### src/rtl/dsas_pkg.sv
// Shared types and constants for the dust sensor averaging and scaling block.
// No dependencies; every other file imports this package.
package dsas_pkg;

   localparam int SAMPLE_W  = 12;
   localparam int REF_W     = 13;
   localparam int SCALE_W   = 6;
   localparam int OFFSET_W  = 16;
   localparam int RATIO_W   = 16;
   localparam int DENSITY_W = 17;
   localparam int CSR_IDX_W = 2;
   localparam int CSR_DATA_W = 16;

   localparam logic [DENSITY_W-1:0] DENSITY_MAX_Q8 = 17'd128000;

   localparam logic [CSR_IDX_W-1:0] CSR_REF_MV        = 2'd0;
   localparam logic [CSR_IDX_W-1:0] CSR_DIVIDER_SCALE = 2'd1;
   localparam logic [CSR_IDX_W-1:0] CSR_CLEAN_AIR_MV  = 2'd2;
   localparam logic [CSR_IDX_W-1:0] CSR_RATIO_Q16     = 2'd3;

   typedef struct packed {
      logic [REF_W-1:0]    ref_mv;
      logic [SCALE_W-1:0]  divider_scale;
      logic [OFFSET_W-1:0] clean_air_mv;
      logic [RATIO_W-1:0]  ratio_q16;
   } cfg_type;

endpackage

### src/rtl/dsas_cell.sv
// One cell of the sample window shift line.
// Depends on dsas_pkg for the sample width.
module dsas_cell
   import dsas_pkg::*;
(
   input  logic                clock,
   input  logic                load,
   input  logic                shift,
   input  logic [SAMPLE_W-1:0] load_value,
   input  logic [SAMPLE_W-1:0] shift_in,
   output logic [SAMPLE_W-1:0] sample_out
);

   logic [SAMPLE_W-1:0] sample_ff;
   logic [SAMPLE_W-1:0] sample_in;

   always_comb begin
      sample_in = sample_ff;
      if (load) begin
         sample_in = load_value;
      end else if (shift) begin
         sample_in = shift_in;
      end
   end

   always_ff @(posedge clock) begin
      sample_ff <= sample_in;
   end

   assign sample_out = sample_ff;

endmodule

### src/rtl/dsas_window.sv
// Moving window: a chain of dsas_cell instances and the running sum.
// Depends on dsas_pkg and dsas_cell.
module dsas_window
   import dsas_pkg::*;
#(
   parameter int WINDOW = 10,
   parameter int SUM_W  = 16
) (
   input  logic                clock,
   input  logic                reset,
   input  logic                accept,
   input  logic [SAMPLE_W-1:0] sample,
   output logic [SUM_W-1:0]    running_sum
);

   logic [SAMPLE_W-1:0] tap [WINDOW];
   logic                primed_ff;
   logic                primed_in;
   logic [SUM_W-1:0]    sum_ff;
   logic [SUM_W-1:0]    sum_in;
   logic                load;
   logic                shift;

   // The first item fills every cell, so the tail shows it until a full lap has passed.
   assign load  = accept && !primed_ff;
   assign shift = accept && primed_ff;

   for (genvar i = 0; i < WINDOW; i++) begin : g_cell
      dsas_cell u_cell (
         .clock      (clock),
         .load       (load),
         .shift      (shift),
         .load_value (sample),
         .shift_in   ((i == 0) ? sample : tap[(i == 0) ? 0 : i - 1]),
         .sample_out (tap[i])
      );
   end

   always_comb begin
      sum_in    = sum_ff;
      primed_in = primed_ff;
      if (load) begin
         sum_in    = SUM_W'(sample) * SUM_W'(WINDOW);
         primed_in = 1'b1;
      end else if (shift) begin
         sum_in = sum_ff - SUM_W'(tap[WINDOW-1]) + SUM_W'(sample);
      end
   end

   always_ff @(posedge clock) begin
      if (reset) begin
         sum_ff    <= '0;
         primed_ff <= 1'b0;
      end else begin
         sum_ff    <= sum_in;
         primed_ff <= primed_in;
      end
   end

   assign running_sum = sum_ff;

endmodule

### src/rtl/dsas_convert.sv
// Staged conversion: window average, millivolts, offset removal and density scaling.
// Depends on dsas_pkg.
module dsas_convert
   import dsas_pkg::*;
#(
   parameter int WINDOW     = 10,
   parameter int FULL_SCALE = 4095,
   parameter int SUM_W      = 16
) (
   input  logic                 clock,
   input  logic                 reset,
   input  logic                 start,
   input  logic [SUM_W-1:0]     running_sum,
   input  cfg_type              cfg,
   input  logic                 rsp_taken,
   output logic                 busy,
   output logic                 rsp_valid,
   output logic [SAMPLE_W-1:0]  averaged_sample,
   output logic [DENSITY_W-1:0] density_q8
);

   localparam int NSTAGE = 9;
   localparam int K_A    = SUM_W;
   localparam int RA_W   = K_A + 1;
   localparam longint unsigned RECIP_A = (64'd1 << K_A) / WINDOW;
   localparam int PA_W   = SUM_W + RA_W;
   localparam int P1_W   = SAMPLE_W + REF_W;
   localparam int FS_LOG = $clog2(FULL_SCALE);
   localparam int K_F    = P1_W;
   localparam int RF_W   = K_F + 1 - FS_LOG;
   localparam longint unsigned RECIP_F = (64'd1 << K_F) / FULL_SCALE;
   localparam int PF_W   = P1_W + RF_W;
   localparam int PIN_W  = P1_W + 1 - FS_LOG;
   localparam int EX_W   = PIN_W + SCALE_W;
   localparam int P3_W   = EX_W + RATIO_W;
   localparam int DENS_W = P3_W - 8;

   logic [NSTAGE-1:0]    stage_ff;
   logic [NSTAGE-1:0]    stage_in;
   logic                 out_valid_ff;
   logic [PA_W-1:0]      pa_ff;
   logic [SAMPLE_W-1:0]  avg_ff;
   logic [P1_W-1:0]      p1_ff;
   logic [PF_W-1:0]      pf_ff;
   logic [PIN_W-1:0]     pin_ff;
   logic [EX_W-1:0]      smv_ff;
   logic [EX_W-1:0]      excess_ff;
   logic [P3_W-1:0]      p3_ff;
   logic [DENSITY_W-1:0] density_ff;

   logic [SAMPLE_W-1:0]  avg_est;
   logic [SUM_W-1:0]     avg_rem;
   logic [SAMPLE_W-1:0]  avg_in;
   logic [PIN_W-1:0]     pin_est;
   logic [P1_W-1:0]      pin_rem;
   logic [PIN_W-1:0]     pin_in;
   logic [DENS_W-1:0]    dens_full;
   logic [DENSITY_W-1:0] density_in;

   assign stage_in = {stage_ff[NSTAGE-2:0], start};

   always_comb begin
      avg_est = SAMPLE_W'(pa_ff >> K_A);
      avg_rem = running_sum - SUM_W'(avg_est) * SUM_W'(WINDOW);
      avg_in  = (avg_rem >= SUM_W'(WINDOW)) ? avg_est + 1'b1 : avg_est;

      pin_est = PIN_W'(pf_ff >> K_F);
      pin_rem = p1_ff - P1_W'(pin_est) * P1_W'(FULL_SCALE);
      pin_in  = (pin_rem >= P1_W'(FULL_SCALE)) ? pin_est + 1'b1 : pin_est;

      dens_full  = DENS_W'(p3_ff >> 8);
      density_in = (dens_full > DENS_W'(DENSITY_MAX_Q8)) ? DENSITY_MAX_Q8
                                                         : DENSITY_W'(dens_full);
   end

   always_ff @(posedge clock) begin
      if (reset) begin
         stage_ff     <= '0;
         out_valid_ff <= 1'b0;
      end else begin
         stage_ff <= stage_in;
         if (stage_ff[NSTAGE-1]) begin
            out_valid_ff <= 1'b1;
         end else if (rsp_taken) begin
            out_valid_ff <= 1'b0;
         end
      end
   end

   always_ff @(posedge clock) begin
      if (stage_ff[0]) begin
         pa_ff <= PA_W'(running_sum) * PA_W'(RECIP_A[RA_W-1:0]);
      end
      if (stage_ff[1]) begin
         avg_ff <= avg_in;
      end
      if (stage_ff[2]) begin
         p1_ff <= P1_W'(avg_ff) * P1_W'(cfg.ref_mv);
      end
      if (stage_ff[3]) begin
         pf_ff <= PF_W'(p1_ff) * PF_W'(RECIP_F[RF_W-1:0]);
      end
      if (stage_ff[4]) begin
         pin_ff <= pin_in;
      end
      if (stage_ff[5]) begin
         smv_ff <= EX_W'(pin_ff) * EX_W'(cfg.divider_scale);
      end
      if (stage_ff[6]) begin
         excess_ff <= (smv_ff > EX_W'(cfg.clean_air_mv)) ? smv_ff - EX_W'(cfg.clean_air_mv)
                                                         : '0;
      end
      if (stage_ff[7]) begin
         p3_ff <= P3_W'(excess_ff) * P3_W'(cfg.ratio_q16);
      end
      if (stage_ff[8]) begin
         density_ff <= density_in;
      end
   end

   assign busy            = (|stage_ff) || out_valid_ff;
   assign rsp_valid       = out_valid_ff;
   assign averaged_sample = avg_ff;
   assign density_q8      = density_ff;

   a_one_item: assert property (@(posedge clock) disable iff (reset) $onehot0(stage_ff))
      else $error("more than one item in the conversion stages");
   a_start_idle: assert property (@(posedge clock) disable iff (reset)
      start |-> !busy)
      else $error("item started while the converter was busy");
   a_result_follows: assert property (@(posedge clock) disable iff (reset)
      stage_ff[NSTAGE-1] |=> out_valid_ff)
      else $error("last stage did not raise the result");
   a_no_overlap: assert property (@(posedge clock) disable iff (reset)
      out_valid_ff |-> !(|stage_ff))
      else $error("stages active while a result waits");

endmodule

### src/rtl/dust_sensor_average_and_scale.sv
// Top level of the dust sensor averaging and scaling block: ports, registers, wiring.
// Depends on dsas_pkg, dsas_window and dsas_convert.
//
//   Channel  Direction  Ports                             Content
//   req      in         req_tvalid/tready/tdata[15:0]     raw_sample
//   rsp      out        rsp_tvalid/tready/tdata[31:0]     averaged_sample, density_q8
//   csr      in         csr_we, csr_index[1:0], csr_wdata ref_mv .. ratio_q16
//
// One item is in the block at a time. An accepted item shows its result once it has
// passed the nine register stages of the conversion chain.
// A new item is accepted only after the previous result has been taken, so the block
// does not take a new sample before it is through with the last one.
// Reset is synchronous; it clears the window and the registers take their defaults.
module dust_sensor_average_and_scale
   import dsas_pkg::*;
#(
   parameter int WINDOW     = 10,
   parameter int FULL_SCALE = 4095
) (
   input  logic                  clock,
   input  logic                  reset,
   input  logic                  req_tvalid,
   output logic                  req_tready,
   input  logic [15:0]           req_tdata,   // [11:0] raw_sample
   output logic                  rsp_tvalid,
   input  logic                  rsp_tready,
   output logic [31:0]           rsp_tdata,   // [11:0] averaged_sample, [28:12] density_q8
   input  logic                  csr_we,
   input  logic [CSR_IDX_W-1:0]  csr_index,
   input  logic [CSR_DATA_W-1:0] csr_wdata
);

   localparam int SUM_W = $clog2(WINDOW * ((1 << SAMPLE_W) - 1) + 1);

   cfg_type              cfg_ff;
   cfg_type              cfg_in;
   logic                 accept;
   logic                 busy;
   logic [SUM_W-1:0]     running_sum;
   logic [SAMPLE_W-1:0]  averaged_sample;
   logic [DENSITY_W-1:0] density_q8;

   assign accept     = req_tvalid && req_tready;
   assign req_tready = !busy;

   always_comb begin
      cfg_in = cfg_ff;
      if (csr_we) begin
         unique case (csr_index)
            CSR_REF_MV:        cfg_in.ref_mv        = csr_wdata[REF_W-1:0];
            CSR_DIVIDER_SCALE: cfg_in.divider_scale = csr_wdata[SCALE_W-1:0];
            CSR_CLEAN_AIR_MV:  cfg_in.clean_air_mv  = csr_wdata[OFFSET_W-1:0];
            CSR_RATIO_Q16:     cfg_in.ratio_q16     = csr_wdata[RATIO_W-1:0];
            default:           cfg_in = cfg_ff;
         endcase
      end
   end

   always_ff @(posedge clock) begin
      if (reset) begin
         cfg_ff.ref_mv        <= 13'd3300;
         cfg_ff.divider_scale <= 6'd11;
         cfg_ff.clean_air_mv  <= 16'd400;
         cfg_ff.ratio_q16     <= 16'd13107;
      end else begin
         cfg_ff <= cfg_in;
      end
   end

   dsas_window #(
      .WINDOW (WINDOW),
      .SUM_W  (SUM_W)
   ) u_window (
      .clock       (clock),
      .reset       (reset),
      .accept      (accept),
      .sample      (req_tdata[SAMPLE_W-1:0]),
      .running_sum (running_sum)
   );

   dsas_convert #(
      .WINDOW     (WINDOW),
      .FULL_SCALE (FULL_SCALE),
      .SUM_W      (SUM_W)
   ) u_convert (
      .clock           (clock),
      .reset           (reset),
      .start           (accept),
      .running_sum     (running_sum),
      .cfg             (cfg_ff),
      .rsp_taken       (rsp_tready),
      .busy            (busy),
      .rsp_valid       (rsp_tvalid),
      .averaged_sample (averaged_sample),
      .density_q8      (density_q8)
   );

   assign rsp_tdata = {3'b000, density_q8, averaged_sample};

   a_ready_blocked: assert property (@(posedge clock) disable iff (reset)
      accept |=> !req_tready)
      else $error("input ready right after an item was accepted");
   a_no_ready_with_result: assert property (@(posedge clock) disable iff (reset)
      rsp_tvalid |-> !req_tready)
      else $error("input ready while a result waits");
   a_result_held: assert property (@(posedge clock) disable iff (reset)
      rsp_tvalid && !rsp_tready |=> rsp_tvalid && $stable(rsp_tdata))
      else $error("waiting result changed or was dropped");

endmodule
### config.mk
export PLATFORM = sky130hd
export DESIGN_NAME = dust_sensor_average_and_scale
export DESIGN_NICKNAME = d
export VERILOG_FILES = /design/src/rtl/dsas_pkg.sv /design/src/rtl/dsas_cell.sv /design/src/rtl/dsas_window.sv /design/src/rtl/dsas_convert.sv /design/src/rtl/dust_sensor_average_and_scale.sv
export SDC_FILE = /design/constraint.sdc
export NUM_CORES = 2
export LEC_CHECK = 0
export ABC_AREA = 1
export BUFFER_PORTS_ARGS = -buffer_cell sky130_fd_sc_hd__buf_4
export CAP_MARGIN = 0
export CORE_UTILIZATION = 65
export DETAILED_ROUTE_END_ITERATION = 12
export PLACE_DENSITY_LB_ADDON = 0.25
export SLEW_MARGIN = 0
export SYNTH_ARGS = -nofsm -noshare
export SYNTH_HDL_FRONTEND = slang
export SYNTH_HIERARCHICAL = 1
export SYNTH_SLANG_ARGS = --single-unit
### constraint.sdc
create_clock -name clock -period 8.7 [get_ports clock]
set_clock_uncertainty 0.1 [all_clocks]
set_input_delay 1.74 -clock clock [delete_from_list [all_inputs] [get_ports clock]]
set_output_delay 1.74 -clock clock [all_outputs]
set_load 0.005 [all_outputs]
==> results.md <==
* Vias in the first global route at between 30,000 and 40,000
* FMAX at around 150 MHz
* Min-delay worst type: flop to flop
* Gr usage total at 0.2975
* Synth Flop Type: edfxtp_1
* Number of I/O pins at 73
* TritonCTS clock tree: yes
* Crit-path max cell delay at 1.03 ns
* Port Buf Inserts at 65
* Worst VDD drop at around 0.00034 V
* WP data required at 8.93 ns
* Hold depth at 2
* Unrepaired setup endpoints after global routing: no
* Least-Margin Pin Slew at around 1.1 ns
* Core Util, Final at 0.6941
* Leak at around 27 nW
* Placed cells at 6,626
* Crit path arrival time at 6.93 ns
* DRC at 0
* Yosys cell types at 52
* Most common cell in the netlist: nand2_1
* Worst skew pair latency at about 0.59 ns
* Sinks on Clock Net at between 300 and 400
* Die width at roughly 270 µm
* # rows at 97
* Core area at approximately 0.071 mm²
* Initial antenna violation count at 7
* Post-Layout Cell Count at about 6,700
* Area contributors post-synth: fa_1 (25%), edfxtp_1 (18%), ha_1 (13%)
* First-pass GRT wire length at 176.5 mm
* Maxcap violations at 0
* Synth Cell Area at 0.04671 mm²
* Final wirelength at 106.3 mm
* Vias per cell at 5.373
* Register area share after synthesis at 0.2147
* Crit path from: cfg_ff[4]$_SDFFE_PP1P_
* Root buf cell: clkbuf_16
* Post-CTS Hold Fix Bufs at 0
* Detailed placement HPWL at approximately 84 mm
* Final hold vios at 0
* Setup crit end kind: flop
* Yosys top cell by area: fa_1
* Hold path startpoint: cfg_ff[20]$_SDFFE_PP1P_
* Largest net degree at the start of global routing at around 150
* DRT Pass-1 Iters at 6
* Starting DRT DRC Count at 2,498
* Status: finished clean
* Via Count at approximately 36,000
* Setup TNS at 0 ns
* Die Y at 270.1 µm
* Worst path slowest cell: dfxtp_1
* Reg2reg start: cfg_ff[4]$_SDFFE_PP1P_
* CP Max Fanout at 21
* Tmin final at ~6.7 ns
* Post-CTS Setup Inserts at 0
* Syn-to-layout area delta at 4.787%
* Initial core utilization at 0.6624
* Share of the synthesized area in the top cell type at 0.2516
* Post-Synthesis Cells at around 5,800
* Post-synth top cells: nand2_1 (1,651), inv_1 (1,330), fa_1 (587), ha_1 (496), edfxtp_1 (282)
* Full die area at between 0.07 and 0.08 mm²
* Max_slew headroom at 0.2566
* GRT overflow at 0
* Count of flip-flops with a built-in enable after synthesis at ~280
* Worst-case reg-to-reg path depth at 22
* Worst setup SP type: flop
* Cell Pwr Density at around 280 mW/mm²
* Clk buf depth at 3
* Pins Over Slew Limit at 0
* H-tree Lvls at 2
* Seq cells post-synth at 360
* Period utilization at 0.7709
* WL/cell at approximately 16 µm
* Final setup viols at 0
* Post-route ant nets at 0
* Syn_area_per_cell at between 8 and 9 µm²
* CTS Buf Count at 41
* PostCTS Resize Cnt at 0
* Routability cong. at roughly 0.99
* Crit-path cells: nand2_1 > fa_1 > inv_1 > fa_1 > inv_1 > fa_1 > fa_1 > inv_1 > fa_1 > inv_1 > fa_1 > inv_1 > ha_1 > nand2_1 > nor2_1 > inv_1 > nor2_1 > nand3_1 > o21ai_0 > nand2_1 > nand2_1 > xnor2_1
* Share of layout cells above drive strength 1 at 0.04392
* Critical path type: flop to flop
* Synth async-reset ratio at 0
* Yosys warnings at 6
* Nets at between 6,000 and 7,000
* Clock-pin slew on the worst setup and hold paths at ~0.06 ns
sequential cells by signal (all words and copies together) (netlist names), 9 cells and up:
signal / cells
u_convert/excess_ff: 20
u_convert/p1_ff: 25
u_convert/p3_ff: 28
u_window/running_sum: 16
u_convert/pf_ff: 14
u_window/g_cell.u_cell/sample_out: 120
u_convert/pin_ff: 14
u_convert/pa_ff: 12
u_convert/density_q8: 17
cfg_ff: 51
u_convert/stage_ff: 9
u_convert/smv_ff: 20
u_convert/averaged_sample: 12
where the power goes:
group | switching (mW) | total [mW] | internal [mW]
Clock | 0.738 | 1.67 | 0.930
Combinational | 6.05 | 9.56 | 3.51
Sequential | 0.198 | 2.53 | 2.33
logic make-up (layout without fill, tap and decap cells):
logic type | count (synthesis) | after routing | synth area share
flops | 360 | 360 | 0.2147
simple gates | 2286 | 2286 | 0.2003
buf+inv | 1514 | 1503 | 0.1262
other cells | 1 | 5 | 0.00008028
fa+ha+maj | 1083 | 1083 | 0.3844
compound gates | 378 | 378 | 0.04653
xor+xnor | 148 | 148 | 0.02775
cell type report:
class / instances / area, µm²
Fill cell: 5600 / 21570
Antenna cell: 2 / 5.005
Timing Repair Buffer: 71 / 545.5
Clock inverter: 27 / 231.5
Clock buffer: 48 / 1074
Inverter: 1357 / 5094
Sequential cell: 360 / 10030
Multi-Input combinational cell: 3898 / 30790
Tap cell: 940 / 1176
per-layer routing:
layer,global-route usage,vias up,part of all wire
met5,0,-,0.00081
li1,-,17400,-
met3,0.05076,207,0.077
met1,0.3988,17190,0.43
met2,0.4984,1204,0.47
met4,0.08224,12,0.025
placed cells by master, fill, tap and decap left out, types with 9 or more instances in the layout:
master        n
nand2_2      21
nand4_1      53
edfxtp_1    282
ha_1        496
o21bai_2     10
a21oi_1     199
nand2_1    1651
xor2_1       97
o21ai_0      75
buf_4        70
fa_1        587
nand3_1     179
nor4_1       14
nand3_2       9
or2_2        24
a21o_1       10
inv_1      1330
a31oi_1      21
xnor2_1      51
o21a_1       11
clkbuf_16    41
clkinv_2     10
nor2_1      269
inv_2        26
dfxtp_1      78
nor3_1       29
o21bai_1     12
critical path: cells and delay by family, from the launching register on:
family	cells	cell delay, ns
AOI/OAI and AO/OA	1	0.43
xor gates and xnor gates	1	0.06
and+or+nand+nor	7	0.98
DFF	1	1.03
buffers and inverters	6	0.35
adders and majority gates	7	3.50
worst paths after layout:
kind | slack, ns | end
max | 1.99 | u_convert/p3_ff[35]$_DFFE_PP_
min | 0.36 | cfg_ff[20]$_SDFFE_PP1P_
max reg2reg | 1.99 | u_convert/p3_ff[35]$_DFFE_PP_
min reg2reg | 0.36 | cfg_ff[20]$_SDFFE_PP1P_
metrics by stage:
stage               power (mW)  hold WS (ns)  setup slack [ns]  cell area [µm²]
CTS                      13.71        0.3678             2.046            48940
finish                   13.76        0.3641             1.993            48950
floorplan                9.860        0.3205             2.848            46720
detailed placement       11.97        0.3530             2.068            47640
global route             15.21        0.3819             1.656            48940
global placement         11.74        0.3420             2.171            47640
Note: power is estimated with default switching activity, not from simulation.
